File: src/rtl/assert_macros.svh
// ----------------------------------------------------------------------------
// assert_macros.svh
// Concurrent assertion helpers, clocked on clk and disabled while rst_n is low.
// ----------------------------------------------------------------------------
`ifndef ASSERT_MACROS_SVH
`define ASSERT_MACROS_SVH

`ifndef NO_ASSERTIONS

// Antecedent holds in this cycle -> consequent holds in the same cycle.
`define CSW_ASSERT_IMP(lbl, ante, cons) \
    lbl: assert property (@(posedge clk) disable iff (!rst_n) (ante) |-> (cons)) \
        else $error("assertion failed");

// Antecedent holds in this cycle -> consequent holds in the next cycle.
`define CSW_ASSERT_NXT(lbl, ante, cons) \
    lbl: assert property (@(posedge clk) disable iff (!rst_n) (ante) |=> (cons)) \
        else $error("assertion failed");

`else

`define CSW_ASSERT_IMP(lbl, ante, cons)
`define CSW_ASSERT_NXT(lbl, ante, cons)

`endif

`endif

File: src/rtl/csw_pkg.sv
// ----------------------------------------------------------------------------
// csw_pkg
// Shared types and codes of the counting semaphore with timed waiters.
// ----------------------------------------------------------------------------
package csw_pkg;

    // request modes
    localparam logic [1:0] MODE_WAIT   = 2'd0;
    localparam logic [1:0] MODE_SIGNAL = 2'd1;
    localparam logic [1:0] MODE_TICK   = 2'd2;

    // response kinds
    localparam logic [2:0] KIND_GRANTED   = 3'd0;
    localparam logic [2:0] KIND_BLOCKED   = 3'd1;
    localparam logic [2:0] KIND_REL_SIG   = 3'd2;
    localparam logic [2:0] KIND_REL_TMO   = 3'd3;
    localparam logic [2:0] KIND_SIG_DONE  = 3'd4;
    localparam logic [2:0] KIND_TICK_DONE = 3'd5;
    localparam logic [2:0] KIND_SIG_ERR   = 3'd6;
    localparam logic [2:0] KIND_Q_FULL    = 3'd7;

    // one queued waiter
    typedef struct packed {
        logic [7:0]  thread;
        logic [15:0] ticks;
        logic        unlimited;
    } entry_t;

    // queue control from the sequencer
    typedef struct packed {
        logic   shift;      // every cell takes its right neighbor (the tail keeps its own)
        logic   load;       // the addressed cell takes load_data
        entry_t load_data;
    } queue_ctrl_t;

    // saturating add to the 16-bit count
    function automatic logic signed [15:0] sat_add(logic signed [15:0] a,
                                                   logic signed [8:0] b);
        logic [16:0] s;
        s = {a[15], a} + {{8{b[8]}}, b};
        if (s[16] != s[15])
            sat_add = s[16] ? 16'sh8000 : 16'sh7FFF;
        else
            sat_add = s[15:0];
    endfunction

endpackage

File: src/rtl/csw_if.sv
// ----------------------------------------------------------------------------
// csw_req_if / csw_rsp_if
// Valid/ready channels for semaphore requests and responses.
// ----------------------------------------------------------------------------
interface csw_req_if;
    logic              valid;
    logic              ready;
    logic [1:0]        mode;
    logic [7:0]        thread_id;
    logic [15:0]       max_wait;
    logic signed [7:0] signal_count;

    modport source (output valid, mode, thread_id, max_wait, signal_count, input ready);
    modport sink   (input valid, mode, thread_id, max_wait, signal_count, output ready);
endinterface

interface csw_rsp_if;
    logic               valid;
    logic               ready;
    logic [2:0]         kind;
    logic [7:0]         released_thread;
    logic signed [7:0]  released_total;
    logic signed [15:0] count_now;
    logic               last;

    modport source (output valid, kind, released_thread, released_total, count_now, last,
                    input ready);
    modport sink   (input valid, kind, released_thread, released_total, count_now, last,
                    output ready);
endinterface

File: src/rtl/csw_cell.sv
// ----------------------------------------------------------------------------
// csw_cell
// One queue slot: holds a waiter, takes its right neighbor on shift.
// ----------------------------------------------------------------------------
module csw_cell (
    input  logic            clk,
    input  logic            shift,
    input  logic            load,
    input  csw_pkg::entry_t load_data,
    input  csw_pkg::entry_t right,
    output csw_pkg::entry_t entry
);

    csw_pkg::entry_t entry_reg;
    csw_pkg::entry_t entry_next;

    // load wins over shift (rotate-back writes the vacated tail slot)
    always_comb
    begin
        if (load)
            entry_next = load_data;
        else if (shift)
            entry_next = right;
        else
            entry_next = entry_reg;
    end

    always_ff @(posedge clk)
    begin
        entry_reg <= entry_next;
    end

    assign entry = entry_reg;

endmodule

File: src/rtl/csw_queue.sv
// ----------------------------------------------------------------------------
// csw_queue
// Shift chain of waiter cells; slot 0 is the head of the FIFO.
// ----------------------------------------------------------------------------
module csw_queue #(
    parameter int DEPTH = 16,
    parameter int IDX_W = 4
) (
    input  logic                 clk,
    input  csw_pkg::queue_ctrl_t ctrl,
    input  logic [IDX_W-1:0]     wr_idx,
    output csw_pkg::entry_t      head
);

    csw_pkg::entry_t cells [DEPTH];

    for (genvar i = 0; i < DEPTH; i++)
    begin : g_cell
        csw_pkg::entry_t right;

        if (i == DEPTH - 1)
        begin : g_tail
            assign right = cells[i];
        end
        else
        begin : g_mid
            assign right = cells[i+1];
        end

        csw_cell u_cell (
            .clk       (clk),
            .shift     (ctrl.shift),
            .load      (ctrl.load && (wr_idx == IDX_W'(i))),
            .load_data (ctrl.load_data),
            .right     (right),
            .entry     (cells[i])
        );
    end

    assign head = cells[0];

endmodule

File: src/rtl/counting_semaphore_timed_waiters.sv
// ----------------------------------------------------------------------------
// counting_semaphore_timed_waiters
// Counting semaphore with a FIFO of waiting threads, each with a tick timeout.
// ----------------------------------------------------------------------------
// One request is handled at a time. A wait, a negative signal or an unused mode
// gives one response. A signal of n pops up to n waiters (one for a signal of
// 0) at one response per cycle while the receiver takes them, then the done
// response. A timer tick walks every queued waiter through the head cell, one
// per cycle unless a release waits on the receiver: a limited waiter is counted
// down and either released (one response) or rotated back to the tail. Each
// response waits in an output register, so the next request is taken as soon
// as the last response of the current one is loaded there. The count saturates
// at -32768..32767; a write to the configuration register loads the count and
// leaves the queue as it is.
// ----------------------------------------------------------------------------
`include "assert_macros.svh"

module counting_semaphore_timed_waiters #(
    parameter int QUEUE_DEPTH = 16
) (
    input  logic        clk,
    input  logic        rst_n,
    input  logic        cfg_wr_en,
    input  logic [14:0] cfg_wr_data,
    csw_req_if.sink     req,
    csw_rsp_if.source   rsp
);

    localparam int CNT_W = $clog2(QUEUE_DEPTH + 1);
    localparam int IDX_W = (QUEUE_DEPTH > 1) ? $clog2(QUEUE_DEPTH) : 1;

    typedef enum logic [1:0] {
        S_IDLE,
        S_ONE,   // single-response requests
        S_SIG,   // signal: pop waiters, then done
        S_TICK   // tick: walk the queue, then done
    } state_t;

    state_t             state_reg, state_next;

    // latched request
    logic [1:0]         mode_reg, mode_next;
    logic [7:0]         thread_reg, thread_next;
    logic [15:0]        wait_reg, wait_next;
    logic signed [7:0]  sc_reg, sc_next;

    // semaphore state
    logic signed [15:0] count_reg, count_next;
    logic [CNT_W-1:0]   used_reg, used_next;

    // sequencing
    logic [7:0]         budget_reg, budget_next;   // waiters a signal may free
    logic [7:0]         freed_reg, freed_next;
    logic               zero_sig_reg, zero_sig_next;
    logic [CNT_W-1:0]   step_reg, step_next;       // tick entries still to visit

    // response register
    logic               out_valid_reg, out_valid_next;
    logic [2:0]         out_kind_reg, out_kind_next;
    logic [7:0]         out_thread_reg, out_thread_next;
    logic signed [7:0]  out_total_reg, out_total_next;
    logic signed [15:0] out_count_reg, out_count_next;
    logic               out_last_reg, out_last_next;

    csw_pkg::queue_ctrl_t q_ctrl;
    logic [IDX_W-1:0]     q_idx;
    csw_pkg::entry_t      head;

    logic can_emit;
    logic req_take;
    logic head_expired;

    assign req.ready = (state_reg == S_IDLE);
    assign req_take  = req.valid && req.ready;
    assign can_emit  = !out_valid_reg || rsp.ready;

    // a limited waiter with one tick left (or none) leaves on this tick
    assign head_expired = !head.unlimited && (head.ticks <= 16'd1);

    csw_queue #(
        .DEPTH (QUEUE_DEPTH),
        .IDX_W (IDX_W)
    ) u_queue (
        .clk    (clk),
        .ctrl   (q_ctrl),
        .wr_idx (q_idx),
        .head   (head)
    );

    always_comb
    begin
        state_next      = state_reg;
        mode_next       = mode_reg;
        thread_next     = thread_reg;
        wait_next       = wait_reg;
        sc_next         = sc_reg;
        count_next      = count_reg;
        used_next       = used_reg;
        budget_next     = budget_reg;
        freed_next      = freed_reg;
        zero_sig_next   = zero_sig_reg;
        step_next       = step_reg;

        out_valid_next  = out_valid_reg && !rsp.ready;
        out_kind_next   = out_kind_reg;
        out_thread_next = out_thread_reg;
        out_total_next  = out_total_reg;
        out_count_next  = out_count_reg;
        out_last_next   = out_last_reg;

        q_ctrl.shift     = 1'b0;
        q_ctrl.load      = 1'b0;
        q_ctrl.load_data = head;
        q_idx            = used_reg[IDX_W-1:0];

        case (state_reg)
            S_IDLE:
            begin
                if (req_take)
                begin
                    mode_next   = req.mode;
                    thread_next = req.thread_id;
                    wait_next   = req.max_wait;
                    sc_next     = req.signal_count;
                    freed_next  = 8'd0;
                    if (req.mode == csw_pkg::MODE_SIGNAL && !req.signal_count[7])
                    begin
                        if (req.signal_count == 8'sd0)
                        begin
                            // signal of 0: increment first, free one if count was negative
                            count_next    = csw_pkg::sat_add(count_reg, 9'sd1);
                            budget_next   = (count_reg[15] && used_reg != '0) ? 8'd1 : 8'd0;
                            zero_sig_next = 1'b1;
                        end
                        else
                        begin
                            budget_next   = req.signal_count;
                            zero_sig_next = 1'b0;
                        end
                        state_next = S_SIG;
                    end
                    else if (req.mode == csw_pkg::MODE_TICK)
                    begin
                        step_next  = used_reg;
                        state_next = S_TICK;
                    end
                    else
                    begin
                        state_next = S_ONE;
                    end
                end
            end

            S_ONE:
            begin
                if (can_emit)
                begin
                    out_valid_next  = 1'b1;
                    out_last_next   = 1'b1;
                    out_thread_next = 8'd0;
                    out_total_next  = 8'sd0;
                    case (mode_reg)
                        csw_pkg::MODE_WAIT:
                        begin
                            out_thread_next = thread_reg;
                            if (!count_reg[15] && count_reg != 16'sd0)
                            begin
                                count_next    = count_reg - 16'sd1;
                                out_kind_next = csw_pkg::KIND_GRANTED;
                            end
                            else if (used_reg == CNT_W'(QUEUE_DEPTH))
                            begin
                                out_kind_next = csw_pkg::KIND_Q_FULL;
                            end
                            else
                            begin
                                count_next = csw_pkg::sat_add(count_reg, -9'sd1);
                                q_ctrl.load                = 1'b1;
                                q_ctrl.load_data.thread    = thread_reg;
                                q_ctrl.load_data.ticks     = wait_reg;
                                q_ctrl.load_data.unlimited = (wait_reg == 16'd0);
                                used_next     = used_reg + 1'b1;
                                out_kind_next = csw_pkg::KIND_BLOCKED;
                            end
                        end
                        csw_pkg::MODE_SIGNAL:
                        begin
                            out_kind_next  = csw_pkg::KIND_SIG_ERR;
                            out_total_next = sc_reg;
                        end
                        default:
                        begin
                            out_kind_next = csw_pkg::KIND_TICK_DONE;
                        end
                    endcase
                    out_count_next = count_next;
                    state_next     = S_IDLE;
                end
            end

            S_SIG:
            begin
                if (can_emit)
                begin
                    out_valid_next = 1'b1;
                    out_total_next = 8'sd0;
                    if (used_reg != '0 && freed_reg < budget_reg)
                    begin
                        q_ctrl.shift    = 1'b1;
                        used_next       = used_reg - 1'b1;
                        freed_next      = freed_reg + 8'd1;
                        out_kind_next   = csw_pkg::KIND_REL_SIG;
                        out_thread_next = head.thread;
                        out_count_next  = count_reg;
                        out_last_next   = 1'b0;
                    end
                    else
                    begin
                        // sc_reg is 0 for a signal of 0: its increment is already in
                        count_next      = csw_pkg::sat_add(count_reg, {sc_reg[7], sc_reg});
                        out_kind_next   = csw_pkg::KIND_SIG_DONE;
                        out_thread_next = 8'd0;
                        out_total_next  = zero_sig_reg ? 8'sd0 : freed_reg;
                        out_count_next  = count_next;
                        out_last_next   = 1'b1;
                        state_next      = S_IDLE;
                    end
                end
            end

            S_TICK:
            begin
                if (step_reg != '0)
                begin
                    if (head_expired)
                    begin
                        if (can_emit)
                        begin
                            q_ctrl.shift    = 1'b1;
                            used_next       = used_reg - 1'b1;
                            step_next       = step_reg - 1'b1;
                            count_next      = csw_pkg::sat_add(count_reg, 9'sd1);
                            out_valid_next  = 1'b1;
                            out_kind_next   = csw_pkg::KIND_REL_TMO;
                            out_thread_next = head.thread;
                            out_total_next  = 8'sd0;
                            out_count_next  = count_next;
                            out_last_next   = 1'b0;
                        end
                    end
                    else
                    begin
                        // survivor: pop the head and put it back at the tail
                        q_ctrl.shift = 1'b1;
                        q_ctrl.load  = 1'b1;
                        q_idx        = IDX_W'(used_reg - 1'b1);
                        if (!head.unlimited)
                            q_ctrl.load_data.ticks = head.ticks - 16'd1;
                        step_next = step_reg - 1'b1;
                    end
                end
                else if (can_emit)
                begin
                    out_valid_next  = 1'b1;
                    out_kind_next   = csw_pkg::KIND_TICK_DONE;
                    out_thread_next = 8'd0;
                    out_total_next  = 8'sd0;
                    out_count_next  = count_reg;
                    out_last_next   = 1'b1;
                    state_next      = S_IDLE;
                end
            end

            default:
            begin
                state_next = S_IDLE;
            end
        endcase

        // register write loads the count (the user must write only while idle; the block does not enforce it)
        if (cfg_wr_en)
            count_next = {1'b0, cfg_wr_data};
    end

    always_ff @(posedge clk or negedge rst_n)
    begin
        if (!rst_n)
        begin
            state_reg      <= S_IDLE;
            mode_reg       <= csw_pkg::MODE_WAIT;
            thread_reg     <= 8'd0;
            wait_reg       <= 16'd0;
            sc_reg         <= 8'sd0;
            count_reg      <= 16'sd0;
            used_reg       <= '0;
            step_reg       <= '0;
            freed_reg      <= 8'd0;
            budget_reg     <= 8'd0;
            zero_sig_reg   <= 1'b0;
            out_valid_reg  <= 1'b0;
            out_kind_reg   <= csw_pkg::KIND_GRANTED;
            out_thread_reg <= 8'd0;
            out_total_reg  <= 8'sd0;
            out_count_reg  <= 16'sd0;
            out_last_reg   <= 1'b0;
        end
        else
        begin
            state_reg      <= state_next;
            mode_reg       <= mode_next;
            thread_reg     <= thread_next;
            wait_reg       <= wait_next;
            sc_reg         <= sc_next;
            count_reg      <= count_next;
            used_reg       <= used_next;
            step_reg       <= step_next;
            freed_reg      <= freed_next;
            budget_reg     <= budget_next;
            zero_sig_reg   <= zero_sig_next;
            out_valid_reg  <= out_valid_next;
            out_kind_reg   <= out_kind_next;
            out_thread_reg <= out_thread_next;
            out_total_reg  <= out_total_next;
            out_count_reg  <= out_count_next;
            out_last_reg   <= out_last_next;
        end
    end

    assign rsp.valid           = out_valid_reg;
    assign rsp.kind            = out_kind_reg;
    assign rsp.released_thread = out_thread_reg;
    assign rsp.released_total  = out_total_reg;
    assign rsp.count_now       = out_count_reg;
    assign rsp.last            = out_last_reg;

    // ------------------------------------------------------------------------
    // assertions
    // ------------------------------------------------------------------------
    `CSW_ASSERT_IMP(a_used_in_range, 1'b1, used_reg <= CNT_W'(QUEUE_DEPTH))
    `CSW_ASSERT_IMP(a_tick_walk_bound, state_reg == S_TICK, step_reg <= used_reg)
    `CSW_ASSERT_NXT(a_one_at_a_time, req_take, !req.ready)
    `CSW_ASSERT_NXT(a_cfg_loads_count, cfg_wr_en, count_reg == {1'b0, $past(cfg_wr_data)})

endmodule

File: src/flat_wrapper.sv
// flat-port wrapper written by rule: the top's interface ports become plain ports
module counting_semaphore_timed_waiters_flat 
#(
    parameter int QUEUE_DEPTH = 16
)
  (clk, rst_n, cfg_wr_en, cfg_wr_data, req_valid, req_mode, req_thread_id, req_max_wait, req_signal_count, req_ready, rsp_valid, rsp_kind, rsp_released_thread, rsp_released_total, rsp_count_now, rsp_last, rsp_ready);
  csw_req_if req_i ();
  csw_rsp_if rsp_i ();
  input  logic clk;
  input  logic rst_n;
  input  logic cfg_wr_en;
  input  logic [14:0] cfg_wr_data;
  input wire logic [$bits(req_i.valid)-1:0] req_valid;
  input wire logic [$bits(req_i.mode)-1:0] req_mode;
  input wire logic [$bits(req_i.thread_id)-1:0] req_thread_id;
  input wire logic [$bits(req_i.max_wait)-1:0] req_max_wait;
  input wire logic [$bits(req_i.signal_count)-1:0] req_signal_count;
  output wire logic [$bits(req_i.ready)-1:0] req_ready;
  output wire logic [$bits(rsp_i.valid)-1:0] rsp_valid;
  output wire logic [$bits(rsp_i.kind)-1:0] rsp_kind;
  output wire logic [$bits(rsp_i.released_thread)-1:0] rsp_released_thread;
  output wire logic [$bits(rsp_i.released_total)-1:0] rsp_released_total;
  output wire logic [$bits(rsp_i.count_now)-1:0] rsp_count_now;
  output wire logic [$bits(rsp_i.last)-1:0] rsp_last;
  input wire logic [$bits(rsp_i.ready)-1:0] rsp_ready;
  assign req_i.valid = req_valid;
  assign req_i.mode = req_mode;
  assign req_i.thread_id = req_thread_id;
  assign req_i.max_wait = req_max_wait;
  assign req_i.signal_count = req_signal_count;
  assign req_ready = req_i.ready;
  assign rsp_valid = rsp_i.valid;
  assign rsp_kind = rsp_i.kind;
  assign rsp_released_thread = rsp_i.released_thread;
  assign rsp_released_total = rsp_i.released_total;
  assign rsp_count_now = rsp_i.count_now;
  assign rsp_last = rsp_i.last;
  assign rsp_i.ready = rsp_ready;
  counting_semaphore_timed_waiters #(.QUEUE_DEPTH(QUEUE_DEPTH)) u_core (.clk(clk), .rst_n(rst_n), .cfg_wr_en(cfg_wr_en), .cfg_wr_data(cfg_wr_data), .req(req_i), .rsp(rsp_i));
endmodule
File: config.mk
export PLATFORM = sky130hd
export DESIGN_NAME = counting_semaphore_timed_waiters_flat
export DESIGN_NICKNAME = d
export VERILOG_FILES = /design/src/rtl/csw_pkg.sv /design/src/rtl/csw_if.sv /design/src/rtl/csw_cell.sv /design/src/rtl/csw_queue.sv /design/src/rtl/counting_semaphore_timed_waiters.sv /design/src/flat_wrapper.sv
export VERILOG_INCLUDE_DIRS = /design/src /design/src/rtl
export SDC_FILE = /design/constraint.sdc
export NUM_CORES = 1
export LEC_CHECK = 0
export ABC_AREA = 1
export BUFFER_PORTS_ARGS = -buffer_cell sky130_fd_sc_hd__buf_4
export CELL_PAD_IN_SITES_DETAIL_PLACEMENT = 1
export CELL_PAD_IN_SITES_GLOBAL_PLACEMENT = 2
export CORE_MARGIN = 2
export CORE_UTILIZATION = 43
export DETAILED_ROUTE_END_ITERATION = 16
export PLACE_DENSITY_LB_ADDON = 0.1
export SLEW_MARGIN = 25
export SYNTH_ARGS = -nofsm -noshare
export SYNTH_HDL_FRONTEND = slang
export SYNTH_SLANG_ARGS = --single-unit
File: constraint.sdc
create_clock -name clk -period 14.6 [get_ports clk]
set_clock_uncertainty 0.2 [all_clocks]
set_input_delay 2.92 -clock clk [delete_from_list [all_inputs] [get_ports clk]]
set_output_delay 2.92 -clock clk [all_outputs]
set_load 0.01 [all_outputs]
# --- Word-level counts from Yosys, hierarchy flattened ---
# Cells that the tools add are included.
# W data, S select, Z words.
classes:
  eq_ne: 51
  order_cmp: 2
  n_reduce_logical: 66
  mux: 146
  n_addsub: 9
ops:
  columns: ["cell", "n"]
  rows:
  - ["$mux W25", 30]
  - ["$mux W16", 24]
  - ["$mux W8", 21]
  - ["$mux W26", 4]
  - ["$mux W5", 15]
  - ["$pmux W16 S4", 1]
  - ["$pmux W16 S3", 1]
  - ["$pmux W8 S3", 2]
  - ["$reduce_bool A2 Y1", 17]
  - ["$eq A4 B4 Y1 const B", 8]
  - ["$pmux W16 S2", 1]
  - ["$mux W3", 9]
  - ["$ne A3 B2 Y1 const B", 8]
  - ["$logic_and A1 B1 Y1", 23]
  - ["$add A16 B1 Y17 const B", 1]
  - ["$add A16 B2 Y17 const B", 1]
  - ["$add A16 B8 Y17", 1]
  - ["$mux W1", 17]
  - ["$eq A4 B3 Y1 const B", 4]
  - ["$le A16 B1 Y1 const B", 1]
  - ["$logic_not A16 Y1", 1]
  - ["$mux W2", 8]
  - ["$ne A2 B2 Y1 const B", 8]
  - ["$pmux W8 S2", 1]
  - ["other kinds (38)", 67]
totals:
  word_cells: 339
  inputBits: 54
  register_bits: 516
  output_inout_bits: 38

# --- Depth between registers and ports, before layout ---
depth:
  ltp_word: 9
  depth_mapped: 20
  ltp_nobuf: 19

# --- By module ---
# From an unflattened synthesis, not the netlist that was laid out.
hier_totals:
  hier_cells: 3274
  area_unflattened_um2: 27971.8
modules_own_cells:
  columns: ["mod", "seq_area_each_um2", "instances", "cells_per_inst", "area_per_inst_um2"]
  rows:
  - ["csw_cell", 750.7, 16, 107, 1114.8]
  - ["counting_semaphore_timed_waiters", 2902.8, 1, 1530, 10008.3]
  - ["csw_queue", 0.0, 1, 32, 126.4]

# --- Least setup slack after synthesis ---
# OpenSTA, ideal clock, no wires.
synth_timing:
  path_type: "input to register"
  start: "input port rsp_ready"
  end: "register u_core.u_queue.g_cell[15].u_cell.entry_reg (netlist bit u_core.u_queue.g_cell[15].u_cell.entry[0]) (enable)"
  setup_slack_ns: 7.851
  setup_ns: 0.470
  n_path_buf: 0
  required_time_ns: 13.930
  t_arrival_ns: 6.079
  stages: 8
  path_cell_list: "nor2_1 inv_1 nand3_4 clkinv_2 nand2_4 nand2_4 nand2_4 nor4_1"
synth_via:
  elab_chain_len: 4
synth_lines:
  columns: ["item", "line", "text"]
  rows:
  - ["from (decl)", "flat_wrapper.sv:25", "input wire logic [$bits(rsp_i.ready)-1:0] rsp_ready;"]
  - ["$logic_or A1 B1 Y1", "counting_semaphore_timed_waiters.sv:75", "assign can_emit = !out_valid_reg || rsp.ready;"]
  - ["$mux W26", "counting_semaphore_timed_waiters.sv:156", "if (can_emit)"]
  - ["$pmux W1 S2", "counting_semaphore_timed_waiters.sv:116", "case (state_reg)"]
  - ["$logic_and A1 B1 Y1", "csw_queue.sv:33", ".load (ctrl.load && (wr_idx == IDX_W'(i))),"]
  - ["via u_core.u_queue.g_cell[15].u_cell.load", "csw_cell.sv:8", "input logic load,"]
  - ["to (signal assigned)", "csw_cell.sv:30", "entry_reg <= entry_next;"]
  - ["to (decl)", "csw_cell.sv:14", "csw_pkg::entry_t entry_reg;"]
# The timed path passes the listed nets, and every way through them passes these cells.
# A chain may end at the register's enable or synchronous reset.

# --- Worst setup path in the final report ---
layout_timing:
  start: "input port rsp_ready"
  end: "register u_core.u_queue.g_cell[0].u_cell.entry_reg (netlist bit u_core.u_queue.g_cell[0].u_cell.entry[10]) (enable)"
layout_via:
  elab_chain_len: 6
  elab_cells_between_ends: 10
layout_lines:
  columns: ["item", "line", "text"]
  rows:
  - ["$logic_or A1 B1 Y1 *", "counting_semaphore_timed_waiters.sv:75", null]
  - ["$mux W1", "counting_semaphore_timed_waiters.sv:237", "if (can_emit)"]
  - ["$mux W1", "counting_semaphore_timed_waiters.sv:235", "if (head_expired)"]
  - ["$mux W2", "counting_semaphore_timed_waiters.sv:233", "if (step_reg != '0)"]
  - ["$pmux W1 S2", "counting_semaphore_timed_waiters.sv:116", null]
  - ["$reduce_bool A2 Y1 (no source line) *", null, null]
  - ["to (signal assigned)", "csw_cell.sv:30", null]
  - ["to (decl)", "csw_cell.sv:14", null]
# Mark *: on every way between the ends. The rest lies on a longest branch, timed or not.

==> flow_metrics.py <==
metrics = {
    "global_routing": {
        "grt_antenna_before_repair": 1,
        "grt_pass1_vias": 21100,
        "grt_max_degree": 68,
        "grt_usage_pct": 26.9,
        "grt_pass1_wl_mm": 130,
        "gr-total-overflow": 0,
    },
    "clock_network": {
        "cts.path.max_buffers": 3,
        "cts_htree_levels": 2,
        "post_cts_buffers": 0,
        "ctsHoldBuffers": 0,
        "numClockSinks": 516,
        "clk_pin_slew_ns": 0.06,
        "cts_tree": "built",
        "clkLatencyLatePin_ns": 0.65,
        "cts_resized": 0,
        "numCtsBuffers": 56,
        "cts_root_buf": "clkbuf_16",
    },
    "logic_synthesis": {
        "synth_flop_cell": "edfxtp_1",
        "synth_top_family_by_area": "simple AND/OR/NAND/NOR gates",
        "synth_xor_area_share_pct": 1.40,
        "synth_top_cell_by_area": "edfxtp_1",
        "avgSynthCellArea_um2": 9.07,
        "synth_cells": 2905,
        "async_reset_ff_share_pct": 22.5,
        "ys_ff_latch": 516,
        "yosysSeqAreaShare_pct": 56.6,
        "synth_warnings": 0,
        "syn_area_um2": 26400,
        "ys_types": 57,
        "synth_top_area_share_pct": 45.6,
        "synthAdderAreaFrac_pct": 1.74,
        "synthSimpleGateAreaFrac_pct": 22.9,
        "synthTopCellsByArea": "edfxtp_1, nand2_1, dfrtp_1, o21ai_1, o21ai_0",
        "synth-compound-area-share_pct": 11.1,
        "synth-edff-count": 400,
        "synth.area.mux_share_pct": 0,
        "syn-num-nets": 2995,
    },
    "route": {
        "firstDrtPassIters": 5,
        "drt-total-wl_mm": 85.1,
        "vias": 20500,
        "viasPerCell": 5.46,
        "wl_per_cell_um": 22.7,
        "drtAntennaViolNets": 0,
        "drtIter0Drc": 1543,
        "drc_errors": 0,
    },
    "power": {
        "power_w": 0.00752,
        "p_per_area_nw_per_um2": 258,
        "power_leakage_nw": 12.7,
        "peakVddDrop_mv": 0.132,
    },
    "timing": {
        "rsz0062_at_grt": "no",
        "hold_viol": 0,
        "max_freq_mhz": 167,
        "tightest_slew_ns": 1.15,
        "min_period_ns": 6.00,
        "finalMaxSlewViolations": 0,
        "finalSetupViolCount": 0,
        "fin_setup_tns_ns": 0,
        "fin_crit_sh_pct": 41.1,
        "maxSlewHeadroom_pct": 23.4,
        "setup_slack_ns": 8.60,
    },
    "worst_setup_path": {
        "path_common_cell": "nand2_4",
        "crit_type": "in2reg",
        "crit_path_start": "rsp_ready",
        "crit_arrival_ns": 5.95,
        "crit_family": "simple AND/OR/NAND/NOR gates",
        "cp_cell_sequence": "buf_4, nor2_1, inv_1, nand3_4, clkinv_2, nand2_4, nand2_4, nand2_2, nor2_4, inv_2, nand2_1",
        "setup.worst_path.start_class": "input port",
        "cpMaxStageDelayCell": "nand2_1",
        "critPathMaxFanout": 45,
        "r2r_start": "u_core.count_reg[0]$_DFFE_PN0P_",
        "slowest_delay_ns": 0.77,
        "worst-path-buf-inv": 4,
        "cp-end-kind": "flip-flop",
        "reg2reg_depth": 16,
        "crit_required_ns": 14.54,
        "reg2reg_to": "u_core.u_queue.g_cell[0].u_cell.entry[10]$_DFFE_PP_",
        "r2r_setup_slack_ns": 9.71,
    },
    "job": {
        "cap_violations": 0,
    },
    "die": {
        "die_y_um": 252,
        "dieArea_um2": 63300,
        "core_area_um2": 60500,
        "die_w_um": 252,
        "rows": 90,
        "ios": 92,
        "initial_core_util_pct": 43.6,
    },
    "final_layout": {
        "final_common_cell": "nand2_1",
        "largest_reg_flops": 400,
        "post-route-util_pct": 48.2,
        "nNetsFinal": 3010,
        "drive_gt1_share_pct": 10.7,
        "syn2layout_area_growth_pct": 10.6,
        "n_fill_cell": 6932,
        "final-seq-area_um2": 14900,
        "multi_input_area_um2": 9840,
        "layout_common_cells": "nand2_1, edfxtp_1, o21ai_1",
    },
    "placement": {
        "gp_congestion": 0.892,
        "io_buffers": 91,
        "dp_worst_setup_slack_ns": 7.93,
        "hpwl_mm": 59.0,
    },
    "min_path": {
        "holdPathEnd": "u_core.rsp.count_now[1]$_DFFE_PN0P_",
        "min_path_cells": 2,
        "hold_path.class": "reg2reg",
        "worstHoldStart": "u_core.rsp.count_now[1]$_DFFE_PN0P_",
    },
    "status": {
        "status": "finished, final reports clean",
    },
}
==> through the flow <==
step / instances / hold WS [ns] / cell area (µm²)
floorplan: 2905 / 0.263 / 26400
global placement: 3644 / 0.270 / 27200
detailed placement: 3644 / 0.273 / 27200
CTS: 3749 / 0.290 / 29100
global route: 3749 / 0.319 / 29200
finish: 3750 / 0.285 / 29200
==> cells in the mapped netlist (3+ instances only) <==
cell type	instances
nand2_1	1085
edfxtp_1	400
o21ai_1	233
inv_1	152
nor2_1	128
o21ai_0	126
nand3_1	122
dfrtp_1	116
a21oi_1	102
buf_2	46
clkbuf_1	46
buf_6	37
ha_1	35
o21ai_2	32
xor2_1	26
inv_2	23
nand4_1	23
nor3_1	20
nor2_4	16
buf_4	13
nand2_4	13
o211ai_1	11
xnor2_1	11
a22oi_1	10
nand2_2	9
clkinv_1	7
nor3b_1	7
nor4_1	5
a31oi_1	4
buf_1	4
nor2_2	4
inv_4	3
o2111ai_1	3
o21bai_1	3
==> how the worst max path moves through the flow <==
stage                                                                     end  slack [ns]  cells after the start
after floorplan           u_core.u_queue.g_cell[15].u_cell.entry[0]$_DFFE_PP_        7.85                      8
after global placement    u_core.u_queue.g_cell[4].u_cell.entry[20]$_DFFE_PP_        8.10                     11
after detailed placement  u_core.u_queue.g_cell[4].u_cell.entry[20]$_DFFE_PP_        7.93                     11
after CTS                 u_core.u_queue.g_cell[4].u_cell.entry[11]$_DFFE_PP_        8.59                     11
after global routing      u_core.u_queue.g_cell[0].u_cell.entry[24]$_DFFE_PP_        8.28                     11
final                     u_core.u_queue.g_cell[0].u_cell.entry[10]$_DFFE_PP_        8.60                     11
==> worst min-delay path, stage by stage, from the launching register on <==
cell and delay, ns:
dfrtp_1 0.35, nand2_1 0.06, nand2_1 0.05
==> where the power goes <==
| group | internal, W | switching, W |
|---|---|---|
| registers | 0.00254 | 0.000428 |
| clock network | 0.000869 | 0.000617 |
| logic | 0.000821 | 0.00225 |
| total | 0.00423 | 0.00329 |
==> kinds of logic after synthesis <==
logic type / Yosys count
xor+xnor: 39
fa+ha+maj: 36
buf+inv: 335
simple gates: 1442
flops: 516
compound gates: 537
==> routing by layer <==
metal | GRT usage, % | part of all wire, % | routed length, µm
met3 | 3.49 | 4.4 | 3780
met2 | 43.3 | 46 | 39100
met4 | 7.50 | 2.5 | 2100
met1 | 38.4 | 47 | 40200
met5 | 0 | 0 | 0
==> area by class of cell <==
class	instances	area share [%]
clock inverters	34	1.42
repair buffers	105	2.70
inverters	187	2.45
flip-flops and latches	516	51.2
diodes	1	0.00858
well taps	782	3.36
clock buffers	71	5.14
multi-input cells	2054	33.8
(Power assumes the default switching activity.)
